[config.mk]
export PLATFORM = sky130hd
export DESIGN_NAME = encoder_poll_watchdog_core_flat
export DESIGN_NICKNAME = d
export VERILOG_FILES = /design/src/epw_pkg.sv /design/src/epw_if.sv /design/src/encoder_poll_watchdog_core.sv /design/src/flat_wrapper.sv
export SDC_FILE = /design/constraint.sdc
export NUM_CORES = 1
export LEC_CHECK = 0
export BUFFER_PORTS_ARGS = -buffer_cell sky130_fd_sc_hd__buf_2
export CAP_MARGIN = 20
export CORE_ASPECT_RATIO = 1.75
export CORE_UTILIZATION = 35
export DETAILED_ROUTE_END_ITERATION = 16
export GPL_TIMING_DRIVEN = 1
export PLACE_DENSITY = 0.6
export SLEW_MARGIN = 25
export SYNTH_ARGS = -nofsm -noshare
export SYNTH_HDL_FRONTEND = slang
export SYNTH_SLANG_ARGS = --single-unit
[constraint.sdc]
create_clock -name clk -period 11.4 [get_ports clk]
set_clock_uncertainty 0.15 [all_clocks]
set_input_delay 3.42 -clock clk [delete_from_list [all_inputs] [get_ports clk]]
set_output_delay 3.42 -clock clk [all_outputs]
set_load 0.01 [all_outputs]
[src/epw_pkg.sv]
package epw_pkg;

    typedef enum logic [2:0] {
        REG_POLL_INTERVAL     = 3'd0,
        REG_RESPONSE_DEADLINE = 3'd1,
        REG_RETRY_BACKOFF     = 3'd2,
        REG_SILENCE_WARN      = 3'd3,
        REG_RESTART_AFTER     = 3'd4,
        REG_FAILURE_AFTER     = 3'd5,
        REG_BUTTON_COUNT      = 3'd6,
        REG_PUBLISH_ENABLE    = 3'd7
    } epw_reg_t;

    localparam int ADDR_WIDTH = 5;
    localparam int DATA_WIDTH = 32;

    localparam logic [9:0]  POLL_INTERVAL_RST     = 10'd4;
    localparam logic [9:0]  RESPONSE_DEADLINE_RST = 10'd10;
    localparam logic [15:0] RETRY_BACKOFF_RST     = 16'd500;
    localparam logic [19:0] SILENCE_WARN_RST      = 20'd2000;
    localparam logic [19:0] RESTART_AFTER_RST     = 20'd3000;
    localparam logic [19:0] FAILURE_AFTER_RST     = 20'd20000;
    localparam logic [3:0]  BUTTON_COUNT_RST      = 4'd8;
    localparam logic        PUBLISH_ENABLE_RST    = 1'b0;
    localparam logic [3:0]  BUTTON_COUNT_MAX      = 4'd8;

    typedef struct packed {
        logic              send_poll;
        logic              send_restart;
        logic              silence_warning;
        logic              recovered;
        logic              fault;
        logic              fresh;
        logic [15:0]       trigger_magnitude;
        logic signed [15:0] velocity_out;
        logic [7:0]        buttons;
        logic              buttons_valid;
    } epw_result_t;

endpackage

[src/epw_if.sv]
interface epw_in_if;
    logic               valid;
    logic               ready;
    logic [9:0]         elapsed_ms;
    logic [15:0]        response_count;
    logic signed [15:0] position;
    logic signed [15:0] velocity;
    logic [7:0]         button_bits;

    modport source (
        output valid, elapsed_ms, response_count, position, velocity, button_bits,
        input  ready
    );
    modport sink (
        input  valid, elapsed_ms, response_count, position, velocity, button_bits,
        output ready
    );
endinterface

interface epw_out_if;
    logic               valid;
    logic               ready;
    logic               send_poll;
    logic               send_restart;
    logic               silence_warning;
    logic               recovered;
    logic               fault;
    logic               fresh;
    logic [15:0]        trigger_magnitude;
    logic signed [15:0] velocity_out;
    logic [7:0]         buttons;
    logic               buttons_valid;

    modport source (
        output valid, send_poll, send_restart, silence_warning, recovered, fault, fresh,
               trigger_magnitude, velocity_out, buttons, buttons_valid,
        input  ready
    );
    modport sink (
        input  valid, send_poll, send_restart, silence_warning, recovered, fault, fresh,
               trigger_magnitude, velocity_out, buttons, buttons_valid,
        output ready
    );
endinterface

[src/encoder_poll_watchdog_core.sv]
// Pipeline: a word accepted on req loads the input register, then the result register,
// which drives rsp; both registers hold their word while rsp is stalled.
// Throughput: one word per cycle while rsp is not stalled; one state update per word.
// Reset (rst_n, asynchronous, active low): clears the clock, watchdog state and
// pipeline valids, and returns all configuration registers to their defaults.
module encoder_poll_watchdog_core #(
    parameter int TIME_WIDTH  = 32,
    parameter int COUNT_WIDTH = 16
) (
    input  logic                            clk,
    input  logic                            rst_n,
    input  logic                            psel,
    input  logic                            penable,
    input  logic                            pwrite,
    input  logic [epw_pkg::ADDR_WIDTH-1:0]  paddr,
    input  logic [epw_pkg::DATA_WIDTH-1:0]  pwdata,
    output logic [epw_pkg::DATA_WIDTH-1:0]  prdata,
    output logic                            pready,
    epw_in_if.sink                          req,
    epw_out_if.source                       rsp
);

    localparam int CNT_W = (COUNT_WIDTH < 16) ? COUNT_WIDTH : 16;

    typedef logic [TIME_WIDTH-1:0] time_t;

    function automatic logic time_ge(input time_t a, input time_t b);
        time_t d;
        d = a - b;
        return !d[TIME_WIDTH-1];
    endfunction

    logic [9:0]  poll_interval_reg;
    logic [9:0]  response_deadline_reg;
    logic [15:0] retry_backoff_reg;
    logic [19:0] silence_warn_reg;
    logic [19:0] restart_after_reg;
    logic [19:0] failure_after_reg;
    logic [3:0]  button_count_reg;
    logic        publish_enable_reg;

    logic               s1_valid_reg;
    logic [9:0]         s1_elapsed_reg;
    logic [CNT_W-1:0]   s1_count_reg;
    logic [15:0]        s1_position_reg;
    logic [15:0]        s1_velocity_reg;
    logic [7:0]         s1_buttons_reg;

    time_t            clock_reg, clock_next;
    logic [CNT_W-1:0] last_count_reg;
    logic             seen_reg, seen_next;
    logic             pending_reg, pending_next;
    time_t            sent_time_reg, sent_time_next;
    time_t            next_poll_reg, next_poll_next;
    time_t            last_resp_reg, last_resp_next;
    logic             warned_reg, warned_next;
    logic             restarted_reg, restarted_next;

    logic                  out_valid_reg;
    epw_pkg::epw_result_t  result_reg, result_next;

    logic     s1_advance;
    logic     step;
    logic     cfg_write;
    epw_pkg::epw_reg_t cfg_index;

    assign s1_advance = !out_valid_reg || rsp.ready;
    assign req.ready  = !s1_valid_reg || s1_advance;
    assign step       = s1_valid_reg && s1_advance;
    assign cfg_write  = psel && penable && pwrite && pready;
    assign cfg_index  = epw_pkg::epw_reg_t'(paddr[epw_pkg::ADDR_WIDTH-1:2]);
    assign pready     = 1'b1;

    always_ff @(posedge clk or negedge rst_n)
    begin
        if (!rst_n)
        begin
            poll_interval_reg     <= epw_pkg::POLL_INTERVAL_RST;
            response_deadline_reg <= epw_pkg::RESPONSE_DEADLINE_RST;
            retry_backoff_reg     <= epw_pkg::RETRY_BACKOFF_RST;
            silence_warn_reg      <= epw_pkg::SILENCE_WARN_RST;
            restart_after_reg     <= epw_pkg::RESTART_AFTER_RST;
            failure_after_reg     <= epw_pkg::FAILURE_AFTER_RST;
            button_count_reg      <= epw_pkg::BUTTON_COUNT_RST;
            publish_enable_reg    <= epw_pkg::PUBLISH_ENABLE_RST;
        end
        else if (cfg_write)
        begin
            case (cfg_index)
                epw_pkg::REG_POLL_INTERVAL:     poll_interval_reg     <= pwdata[9:0];
                epw_pkg::REG_RESPONSE_DEADLINE: response_deadline_reg <= pwdata[9:0];
                epw_pkg::REG_RETRY_BACKOFF:     retry_backoff_reg     <= pwdata[15:0];
                epw_pkg::REG_SILENCE_WARN:      silence_warn_reg      <= pwdata[19:0];
                epw_pkg::REG_RESTART_AFTER:     restart_after_reg     <= pwdata[19:0];
                epw_pkg::REG_FAILURE_AFTER:     failure_after_reg     <= pwdata[19:0];
                epw_pkg::REG_BUTTON_COUNT:      button_count_reg      <= pwdata[3:0];
                epw_pkg::REG_PUBLISH_ENABLE:    publish_enable_reg    <= pwdata[0];
                default: ;
            endcase
        end
    end

    always_comb
    begin
        case (cfg_index)
            epw_pkg::REG_POLL_INTERVAL:     prdata = 32'(poll_interval_reg);
            epw_pkg::REG_RESPONSE_DEADLINE: prdata = 32'(response_deadline_reg);
            epw_pkg::REG_RETRY_BACKOFF:     prdata = 32'(retry_backoff_reg);
            epw_pkg::REG_SILENCE_WARN:      prdata = 32'(silence_warn_reg);
            epw_pkg::REG_RESTART_AFTER:     prdata = 32'(restart_after_reg);
            epw_pkg::REG_FAILURE_AFTER:     prdata = 32'(failure_after_reg);
            epw_pkg::REG_BUTTON_COUNT:      prdata = 32'(button_count_reg);
            epw_pkg::REG_PUBLISH_ENABLE:    prdata = 32'(publish_enable_reg);
            default:                        prdata = '0;
        endcase
    end

    // input register
    always_ff @(posedge clk or negedge rst_n)
    begin
        if (!rst_n)
        begin
            s1_valid_reg <= 1'b0;
        end
        else if (req.ready)
        begin
            s1_valid_reg <= req.valid;
        end
    end

    always_ff @(posedge clk)
    begin
        if (req.valid && req.ready)
        begin
            s1_elapsed_reg  <= req.elapsed_ms;
            s1_count_reg    <= req.response_count[CNT_W-1:0];
            s1_position_reg <= req.position;
            s1_velocity_reg <= req.velocity;
            s1_buttons_reg  <= req.button_bits;
        end
    end

    always_comb
    begin
        time_t      now;
        time_t      poll_due;
        time_t      silence;
        time_t      age;
        logic       fresh;
        logic       fault;
        logic [3:0] nb;
        logic [7:0] mask;

        now            = clock_reg + TIME_WIDTH'(s1_elapsed_reg);
        clock_next     = now;
        fresh          = (s1_count_reg != last_count_reg);
        fault          = 1'b0;
        seen_next      = seen_reg;
        pending_next   = pending_reg;
        sent_time_next = sent_time_reg;
        next_poll_next = next_poll_reg;
        last_resp_next = last_resp_reg;
        warned_next    = warned_reg;
        restarted_next = restarted_reg;
        poll_due       = sent_time_reg + TIME_WIDTH'(poll_interval_reg);
        silence        = now - last_resp_reg;
        age            = now - sent_time_reg;
        result_next    = '0;

        if (fresh)
        begin
            result_next.recovered = warned_reg || restarted_reg;
            seen_next      = 1'b1;
            pending_next   = 1'b0;
            last_resp_next = now;
            warned_next    = 1'b0;
            restarted_next = 1'b0;
            if (pending_reg && !time_ge(next_poll_reg, poll_due))
            begin
                next_poll_next = poll_due;
            end
        end
        else
        begin
            if (pending_reg && age >= TIME_WIDTH'(response_deadline_reg))
            begin
                pending_next   = 1'b0;
                next_poll_next = now + TIME_WIDTH'(retry_backoff_reg);
            end
            if (seen_reg)
            begin
                if (!warned_reg && silence >= TIME_WIDTH'(silence_warn_reg))
                begin
                    warned_next = 1'b1;
                    result_next.silence_warning = 1'b1;
                end
                if (!restarted_reg && silence >= TIME_WIDTH'(restart_after_reg))
                begin
                    restarted_next = 1'b1;
                    result_next.send_restart = 1'b1;
                    pending_next   = 1'b0;
                    next_poll_next = now + TIME_WIDTH'(retry_backoff_reg);
                end
                fault = (silence >= TIME_WIDTH'(failure_after_reg));
            end
        end

        if (!fault && !pending_next && time_ge(now, next_poll_next))
        begin
            result_next.send_poll = 1'b1;
            sent_time_next = now;
            pending_next   = 1'b1;
            next_poll_next = now + TIME_WIDTH'(poll_interval_reg);
        end

        nb   = (button_count_reg > epw_pkg::BUTTON_COUNT_MAX) ? epw_pkg::BUTTON_COUNT_MAX
                                                              : button_count_reg;
        mask = 8'((9'd1 << nb) - 9'd1);

        result_next.fault             = fault;
        result_next.fresh             = fresh;
        result_next.trigger_magnitude = s1_position_reg[15] ? 16'(~s1_position_reg + 16'd1)
                                                            : s1_position_reg;
        result_next.velocity_out      = s1_velocity_reg;
        result_next.buttons_valid     = fresh && publish_enable_reg && !fault;
        result_next.buttons           = result_next.buttons_valid ? (s1_buttons_reg & mask)
                                                                  : 8'd0;
    end

    always_ff @(posedge clk or negedge rst_n)
    begin
        if (!rst_n)
        begin
            clock_reg      <= '0;
            last_count_reg <= '0;
            seen_reg       <= 1'b0;
            pending_reg    <= 1'b0;
            sent_time_reg  <= '0;
            next_poll_reg  <= '0;
            last_resp_reg  <= '0;
            warned_reg     <= 1'b0;
            restarted_reg  <= 1'b0;
        end
        else if (step)
        begin
            clock_reg      <= clock_next;
            last_count_reg <= s1_count_reg;
            seen_reg       <= seen_next;
            pending_reg    <= pending_next;
            sent_time_reg  <= sent_time_next;
            next_poll_reg  <= next_poll_next;
            last_resp_reg  <= last_resp_next;
            warned_reg     <= warned_next;
            restarted_reg  <= restarted_next;
        end
    end

    // result register
    always_ff @(posedge clk or negedge rst_n)
    begin
        if (!rst_n)
        begin
            out_valid_reg <= 1'b0;
        end
        else if (s1_advance)
        begin
            out_valid_reg <= s1_valid_reg;
        end
    end

    always_ff @(posedge clk)
    begin
        if (step)
        begin
            result_reg <= result_next;
        end
    end

    assign rsp.valid             = out_valid_reg;
    assign rsp.send_poll         = result_reg.send_poll;
    assign rsp.send_restart      = result_reg.send_restart;
    assign rsp.silence_warning   = result_reg.silence_warning;
    assign rsp.recovered         = result_reg.recovered;
    assign rsp.fault             = result_reg.fault;
    assign rsp.fresh             = result_reg.fresh;
    assign rsp.trigger_magnitude = result_reg.trigger_magnitude;
    assign rsp.velocity_out      = result_reg.velocity_out;
    assign rsp.buttons           = result_reg.buttons;
    assign rsp.buttons_valid     = result_reg.buttons_valid;

endmodule

[src/flat_wrapper.sv]
// flat-port wrapper written by rule: the top's interface ports become plain ports
module encoder_poll_watchdog_core_flat 
#(
    parameter int TIME_WIDTH  = 32,
    parameter int COUNT_WIDTH = 16
)
  (clk, rst_n, psel, penable, pwrite, paddr, pwdata, prdata, pready, req_valid, req_elapsed_ms, req_response_count, req_position, req_velocity, req_button_bits, req_ready, rsp_valid, rsp_send_poll, rsp_send_restart, rsp_silence_warning, rsp_recovered, rsp_fault, rsp_fresh, rsp_trigger_magnitude, rsp_velocity_out, rsp_buttons, rsp_buttons_valid, rsp_ready);
  epw_in_if req_i ();
  epw_out_if rsp_i ();
  input  logic clk;
  input  logic rst_n;
  input  logic psel;
  input  logic penable;
  input  logic pwrite;
  input  logic [epw_pkg::ADDR_WIDTH-1:0] paddr;
  input  logic [epw_pkg::DATA_WIDTH-1:0] pwdata;
  output logic [epw_pkg::DATA_WIDTH-1:0] prdata;
  output logic pready;
  input wire logic [$bits(req_i.valid)-1:0] req_valid;
  input wire logic [$bits(req_i.elapsed_ms)-1:0] req_elapsed_ms;
  input wire logic [$bits(req_i.response_count)-1:0] req_response_count;
  input wire logic [$bits(req_i.position)-1:0] req_position;
  input wire logic [$bits(req_i.velocity)-1:0] req_velocity;
  input wire logic [$bits(req_i.button_bits)-1:0] req_button_bits;
  output wire logic [$bits(req_i.ready)-1:0] req_ready;
  output wire logic [$bits(rsp_i.valid)-1:0] rsp_valid;
  output wire logic [$bits(rsp_i.send_poll)-1:0] rsp_send_poll;
  output wire logic [$bits(rsp_i.send_restart)-1:0] rsp_send_restart;
  output wire logic [$bits(rsp_i.silence_warning)-1:0] rsp_silence_warning;
  output wire logic [$bits(rsp_i.recovered)-1:0] rsp_recovered;
  output wire logic [$bits(rsp_i.fault)-1:0] rsp_fault;
  output wire logic [$bits(rsp_i.fresh)-1:0] rsp_fresh;
  output wire logic [$bits(rsp_i.trigger_magnitude)-1:0] rsp_trigger_magnitude;
  output wire logic [$bits(rsp_i.velocity_out)-1:0] rsp_velocity_out;
  output wire logic [$bits(rsp_i.buttons)-1:0] rsp_buttons;
  output wire logic [$bits(rsp_i.buttons_valid)-1:0] rsp_buttons_valid;
  input wire logic [$bits(rsp_i.ready)-1:0] rsp_ready;
  assign req_i.valid = req_valid;
  assign req_i.elapsed_ms = req_elapsed_ms;
  assign req_i.response_count = req_response_count;
  assign req_i.position = req_position;
  assign req_i.velocity = req_velocity;
  assign req_i.button_bits = req_button_bits;
  assign req_ready = req_i.ready;
  assign rsp_valid = rsp_i.valid;
  assign rsp_send_poll = rsp_i.send_poll;
  assign rsp_send_restart = rsp_i.send_restart;
  assign rsp_silence_warning = rsp_i.silence_warning;
  assign rsp_recovered = rsp_i.recovered;
  assign rsp_fault = rsp_i.fault;
  assign rsp_fresh = rsp_i.fresh;
  assign rsp_trigger_magnitude = rsp_i.trigger_magnitude;
  assign rsp_velocity_out = rsp_i.velocity_out;
  assign rsp_buttons = rsp_i.buttons;
  assign rsp_buttons_valid = rsp_i.buttons_valid;
  assign rsp_i.ready = rsp_ready;
  encoder_poll_watchdog_core #(.TIME_WIDTH(TIME_WIDTH), .COUNT_WIDTH(COUNT_WIDTH)) u_core (.clk(clk), .rst_n(rst_n), .psel(psel), .penable(penable), .pwrite(pwrite), .paddr(paddr), .pwdata(pwdata), .prdata(prdata), .pready(pready), .req(req_i), .rsp(rsp_i));
endmodule
# Yosys cells after proc, flatten, opt, wreduce, memory -nomap -nowiden
# Index checks and enable logic that the tools add are counted.
classes:
  n_addsub: 10
  magnitude_cmp: 5
  n_eq_ne: 8
  shift: 1
  muxes: 25
  bitwise: 3
  n_reduce_logical: 39
op_table:
  columns: ["op", "n"]
  rows:
  - ["32-bit one-hot mux with 8 select lines", 1]
  - ["32-bit 2-to-1 mux", 6]
  - ["32-bit subtractor", 4]
  - ["32-bit by 10-bit adder with 32-bit output", 3]
  - ["32-bit by 20-bit greater-or-equal comparator with 1-bit output", 3]
  - ["32-bit by 16-bit adder with 32-bit output", 1]
  - ["32-bit by 10-bit greater-or-equal comparator with 1-bit output", 1]
  - ["2-bit AND reduction", 10]
  - ["16-bit by 1-bit adder with 16-bit output (second input constant)", 1]
  - ["1-bit 2-to-1 mux", 16]
  - ["16-bit != test", 1]
  - ["16-bit NOT", 1]
  - ["15-bit 2-to-1 mux", 1]
  - ["3-bit equality test (second input constant)", 4]
  - ["1-bit logical AND", 12]
  - ["8-bit bitwise AND", 1]
  - ["1-bit by 4-bit << shifter with 8-bit output (first input constant)", 1]
  - ["8-bit by 1-bit subtractor with 8-bit output (second input constant)", 1]
  - ["1-bit logical NOT", 7]
  - ["3-bit by 2-bit equality test with 1-bit output (second input constant)", 2]
  - ["3-bit AND reduction", 2]
  - ["2-bit nonzero test", 3]
  - ["4-bit > comparator (second input constant)", 1]
  - ["4-bit 2-to-1 mux", 1]
  - ["other kinds (5)", 7]
word_totals:
  regBits: 364
  word_cells: 126

# Depth between registers and ports, before layout
depth:
  word_depth: 12
  mapped_depth: 45
  mapped_depth_nobuf: 42

# Worst setup path after synthesis
# OpenSTA, ideal clock, no wires.
synth_timing:
  path_type: "reg-to-reg"
  start: "reg u_core.clock_reg[0]"
  end: "reg u_core.next_poll_reg[1]"
  setup_time_ns: 0.121
  t_arrival_ns: 8.961
  path_slack_ns: 2.168
  path_stages_with_launch: 41
  path_buffers: 2
  synth_period_minus_slack_ns: 9.232
  cell_sequence: "dfrtp_1 > ha_1 > inv_1 > fa_1 > nor2b_1 > o31a_1 > o221ai_1 > or3b_2 > a21oi_1 > nor2_1 > xor2_1 > ha_1 > a21oi_1 > o21ai_0 > o31ai_1 > o21ai_0 > xor2_1 > ha_1 > [5 not listed] > inv_2 > nor2_1 > clkbuf_1 > o221ai_1 > ha_1 > nand4_1 > nor2_1 > nand3_1 > nor4_1 > and3_1 > nand2b_1 > nand2_1 > o41ai_1 > a211oi_4 > xnor2_1 > buf_2 > o21ai_0 > a22o_1"
synth_via:
  elab_chain_len: 12
synth_rtl:
  columns: ["item", "line", "rtl"]
  rows:
  - ["start, declared", "encoder_poll_watchdog_core.sv:49", "time_t clock_reg, clock_next;"]
  - ["start signal, assigned", "encoder_poll_watchdog_core.sv:246", "clock_reg <= clock_next;"]
  - ["32-bit by 10-bit adder with 32-bit output (*)", "encoder_poll_watchdog_core.sv:154", "now = clock_reg + TIME_WIDTH'(s1_elapsed_reg);"]
  - ["via u_core.clock_next[12]", "encoder_poll_watchdog_core.sv:49", null]
  - ["32-bit subtractor", "encoder_poll_watchdog_core.sv:167", "age = now - sent_time_reg;"]
  - ["32-bit by 10-bit greater-or-equal comparator with 1-bit output", "encoder_poll_watchdog_core.sv:185", "if (pending_reg && age >= TIME_WIDTH'(response_deadline_reg))"]
  - ["1-bit logical AND", "encoder_poll_watchdog_core.sv:185", null]
  - ["32-bit 2-to-1 mux or 1-bit 2-to-1 mux (tied branches)", "encoder_poll_watchdog_core.sv:185", null]
  - ["32-bit 2-to-1 mux or 1-bit 2-to-1 mux (tied branches)", "encoder_poll_watchdog_core.sv:197", "if (!restarted_reg && silence >= TIME_WIDTH'(restart_after_reg))"]
  - ["32-bit 2-to-1 mux or 1-bit 2-to-1 mux (tied branches)", "encoder_poll_watchdog_core.sv:190", "if (seen_reg)"]
  - ["32-bit 2-to-1 mux or 1-bit 2-to-1 mux (tied branches)", "encoder_poll_watchdog_core.sv:170", "if (fresh)"]
  - ["32-bit subtractor or 1-bit logical NOT (tied branches)", "encoder_poll_watchdog_core.sv:29, encoder_poll_watchdog_core.sv:208", null]
  - ["1-bit logical NOT or 1-bit logical AND (tied branches)", "encoder_poll_watchdog_core.sv:30, encoder_poll_watchdog_core.sv:208", null]
  - ["1-bit logical AND", "encoder_poll_watchdog_core.sv:208", "if (!fault && !pending_next && time_ge(now, next_poll_next))"]
  - ["32-bit 2-to-1 mux (*)", "encoder_poll_watchdog_core.sv:208", null]
  - ["end signal, assigned", "encoder_poll_watchdog_core.sv:251", "next_poll_reg <= next_poll_next;"]
  - ["end, declared", "encoder_poll_watchdog_core.sv:54", "time_t next_poll_reg, next_poll_next;"]
# The timed path passes the listed nets; every way through them passes the cells marked *.
# A chain may end at the register's enable or synchronous reset.

# Worst setup path after layout
layout_timing:
  start: "reg u_core.s1_elapsed_reg[0]"
  end: "reg u_core.sent_time_reg[12]"
layout_via:
  elab_chain_len: 12
layout_rtl:
  columns: ["item", "line", "rtl"]
  rows:
  - ["start, declared", "encoder_poll_watchdog_core.sv:43", "logic [9:0] s1_elapsed_reg;"]
  - ["start signal, assigned", "encoder_poll_watchdog_core.sv:135", "s1_elapsed_reg <= req.elapsed_ms;"]
  - ["32-bit by 10-bit adder with 32-bit output (*)", "encoder_poll_watchdog_core.sv:154", null]
  - ["via u_core.clock_next[12]", "encoder_poll_watchdog_core.sv:49", null]
  - ["32-bit subtractor", "encoder_poll_watchdog_core.sv:167", null]
  - ["32-bit by 10-bit greater-or-equal comparator with 1-bit output", "encoder_poll_watchdog_core.sv:185", null]
  - ["1-bit logical AND", "encoder_poll_watchdog_core.sv:185", null]
  - ["32-bit 2-to-1 mux or 1-bit 2-to-1 mux (tied branches)", "encoder_poll_watchdog_core.sv:185", null]
  - ["32-bit 2-to-1 mux or 1-bit 2-to-1 mux (tied branches)", "encoder_poll_watchdog_core.sv:197", null]
  - ["32-bit 2-to-1 mux or 1-bit 2-to-1 mux (tied branches)", "encoder_poll_watchdog_core.sv:190", null]
  - ["32-bit 2-to-1 mux or 1-bit 2-to-1 mux (tied branches)", "encoder_poll_watchdog_core.sv:170", null]
  - ["32-bit subtractor or 1-bit logical NOT (tied branches)", "encoder_poll_watchdog_core.sv:29, encoder_poll_watchdog_core.sv:208", null]
  - ["1-bit logical NOT or 1-bit logical AND (tied branches)", "encoder_poll_watchdog_core.sv:30, encoder_poll_watchdog_core.sv:208", null]
  - ["1-bit logical AND", "encoder_poll_watchdog_core.sv:208", null]
  - ["2-bit AND reduction (no source line)", null, null]
  - ["end signal, assigned", "encoder_poll_watchdog_core.sv:250", "sent_time_reg <= sent_time_next;"]
  - ["end, declared", "encoder_poll_watchdog_core.sv:53", "time_t sent_time_reg, sent_time_next;"]
# Marked as above.

==> results.yml <==
status:
  outcome: "finished, final reports clean"
logic_synthesis:
  synth_seq_cells: 364
  synth_enable_flop_cells: 113
  yosysUniqueCellTypes: 93
  synthCells: 2783
  syn-mean-instance-area_um2: 9.27
  netlist.top_cell.by_area: "dfrtp_1"
  synth-async-reset-ratio_pct: 69.0
  synth-main-ff-cell: "dfrtp_1"
  mappedNetlistArea_um2: 25800
  synth_sequential_area_ratio_pct: 37.6
  synth-warning-count: 0
  synth_top_cells_by_area: "dfrtp_1 22%, edfxtp_1 13%, ha_1 12%"
  synth_top_area_share_pct: 21.6
cells_and_area:
  fin_nets: 3323
  final_cell_area_um2: 29300
  final_layout_size_suffix_gt1_share_pct: 14.3
  layout.cells.most_common_list: "345 x nand2_1, 240 x ha_1, 223 x dfrtp_1, 192 x o21ai_0, 186 x inv_1"
  stdcell_count: 3930
  layout_commonest_cell: "nand2_1"
  ff_latch_area_um2: 9710
  filler_cell_count: 7239
  syn_to_final_growth_pct: 13.6
  multi_input_combinational_cell_area_um2: 15000
setup_path:
  max_stage_delay_ns: 0.53
  crit_slowest_cell: "xor2_1"
  crit_arrival_ns: 11.12
  critical_path_peak_fanout: 39
  timing.critical_path.required_ns: 11.69
  timing.reg2reg.worst_path_depth: 43
  critical_path.reg2reg.endpoint: "u_core.sent_time_reg[12]$_DFFE_PN0P_"
  critical_path.reg2reg.startpoint: "u_core.s1_elapsed_reg[0]$_DFFE_PP_"
  worstSetupStartpointType: "flop"
  crit_start: "u_core.s1_elapsed_reg[0]$_DFFE_PP_"
  end_kind: "flop"
  r2r_setup_slack_ns: 0.57
  class_of_the_most_critical_setup_path: "flop to flop"
die:
  io-pin-count: 192
  rows: 131
  chipWidth_um: 207
  area_of_the_core_um2: 72900
  floorplan.die_area_um2: 74800
  fp.dieH_um: 361
  starting_density_of_the_core_pct: 35.4
grt:
  pin_count_of_the_biggest_net_entering_global_routing: 68
  grt_first_pass_wirelength_mm: 131
  gr-total-overflow: 0
  grt_use_total_pct: 22.9
  grt_antenna_before_repair: 2
  grt_pass1_vias: 22100
clock_network:
  cts_tree: "done"
  clock_tree.htree_level_count: 2
  numCtsBuffers: 38
  cts_hold_repair.buffers: 0
  clk_transition_reported_paths_ns: 0.07
  clock_sink_count: 364
  ctsLongestPathBuffers: 3
  ctsRootBufferMaster: "clkbuf_16"
  clk_latency_ns: 0.57
flow_run:
  cap_violations: 0
drt:
  viasPerCell: 5.55
  routed_wl_mm: 86.6
  drt_first_pass_iters: 5
  drt.antenna.violating_nets: 0
  drt_first_iter_violations: 1211
  via_count: 21800
  remaining_drc_errors: 0
  wl_per_cell_um: 22.0
sta:
  slew_viol_final: 0
  timing.slew.headroom_pct: 25.0
  worst_slew_pin_slew_ns: 1.13
  grt_setup_unrepaired: "no"
  fmax_mhz: 92.4
  timing.final.crit_share_pct: 95.0
  final.setup.tns_ns: 0
  report.final.setup_viol: 0
  final.min_clock_period_ns: 10.83
  final-hold-violation-count: 0
min_path:
  whs_path_depth: 0
  timing.hold.worst.class: "flop to flop"
  whs_endpoint: "u_core.rsp.velocity_out[1]$_DFFE_PP_"
  min-delay-start: "u_core.s1_velocity_reg[1]$_DFFE_PP_"
placed_design:
  hpwl_mm: 68.1
  place_area_um2: 28000
  dpl.cell_count: 3858
  gp_congestion: 0.968
  io_buffers: 164
power:
  power.total_mw: 9.13
  p_per_area_nw_per_um2: 312
  leak_pwr_nw: 13.3
  ir_drop_v: 0.000182
layout make-up:
type / count / area share, %
Tap cell: 931 / 3.98
Timing Repair Buffer: 249 / 5.06
Inverter: 190 / 2.44
Clock inverter: 14 / 0.628
Antenna cell: 3 / 0.0256
Clock buffer: 55 / 3.67
Sequential cell: 364 / 33.1
Multi-Input combinational cell: 2124 / 51.0
cells in the mapped netlist, drive strengths merged (36+ instances only):
| cell | number |
|---|---|
| nand2 | 346 |
| ha | 240 |
| dfrtp | 223 |
| o21ai | 197 |
| inv | 188 |
| a21oi | 172 |
| nor2 | 146 |
| xnor2 | 132 |
| edfxtp | 113 |
| clkbuf | 86 |
| a21o | 82 |
| mux2 | 72 |
| xor2 | 69 |
| nand4 | 48 |
| nand3 | 42 |
| o221ai | 38 |
| mux2i | 37 |
| nand2b | 36 |
| o21a | 36 |
power breakdown:
group	switching [mW]	total (mW)	internal (mW)	leakage, nW
registers	0.198	1.82	1.62	4.13
logic	3.68	6.00	2.32	8.52
clock network	0.566	1.32	0.751	0.619
total	4.45	9.13	4.69	13.3
worst max-delay path by stage:
stage | slack, ns | to
after global routing | 0.05 | u_core.sent_time_reg[3]$_DFFE_PN0P_
after detailed placement | 0.38 | u_core.next_poll_reg[27]$_DFFE_PN0P_
final | 0.57 | u_core.sent_time_reg[12]$_DFFE_PN0P_
after global placement | 0.42 | u_core.next_poll_reg[30]$_DFFE_PN0P_
after CTS | 0.31 | u_core.next_poll_reg[23]$_DFFE_PN0P_
after floorplan | 2.17 | u_core.next_poll_reg[1]$_DFFE_PN0P_
critical path, delay by kind of cell, from the launching register on:
| family | cells | cell delay, ns |
|---|---|---|
| multiplexers | 1 | 0.36 |
| flip-flops | 1 | 0.44 |
| adder cells (fa/ha/maj) | 5 | 1.57 |
| buffers and inverters | 6 | 0.83 |
| AND/OR/NAND/NOR | 6 | 1.15 |
| XOR/XNOR | 3 | 1.23 |
| AO/OA/AOI/OAI | 22 | 4.89 |
repair_timing:
action,in CTS,in global routing
endpoints found under the setup margin,0,64
gates resized for setup,0,2
setup buffers,0,0
stage by stage:
| step | util, % | hold WS, ns | setup WS, ns |
|---|---|---|---|
| floorplan | - | 0.250 | 2.17 |
| global placement | 38.4 | 0.251 | 0.420 |
| detailed placement | 38.4 | 0.257 | 0.379 |
| CTS | 40.1 | 0.263 | 0.307 |
| global route | 40.1 | 0.269 | 0.0538 |
| finish | 40.2 | 0.260 | 0.573 |
logic make-up (layout without fill, tap and decap cells):
group | count (synthesis) | count (layout) | synth area share [%]
other | 2 | 16 | 0.0291
adder cells (fa/ha/maj) | 246 | 246 | 12.1
AND/OR/NAND/NOR | 800 | 800 | 14.7
buffers and inverters | 306 | 508 | 4.71
flip-flops | 364 | 364 | 37.6
AO/OA/AOI/OAI | 751 | 751 | 19.0
multiplexers | 112 | 112 | 4.84
XOR/XNOR | 202 | 202 | 6.97
routing by layer:
metal  vias to the layer above  GRT usage (%)  part of all wire (%)
met2                       624           43.0                    52
met4                         0           18.3                   8.8
met1                     10500           22.7                    35
met3                       252           2.81                   3.7
li1                      10400              -                     -
met5                         -              0                     0
(Power assumes the default switching activity.)
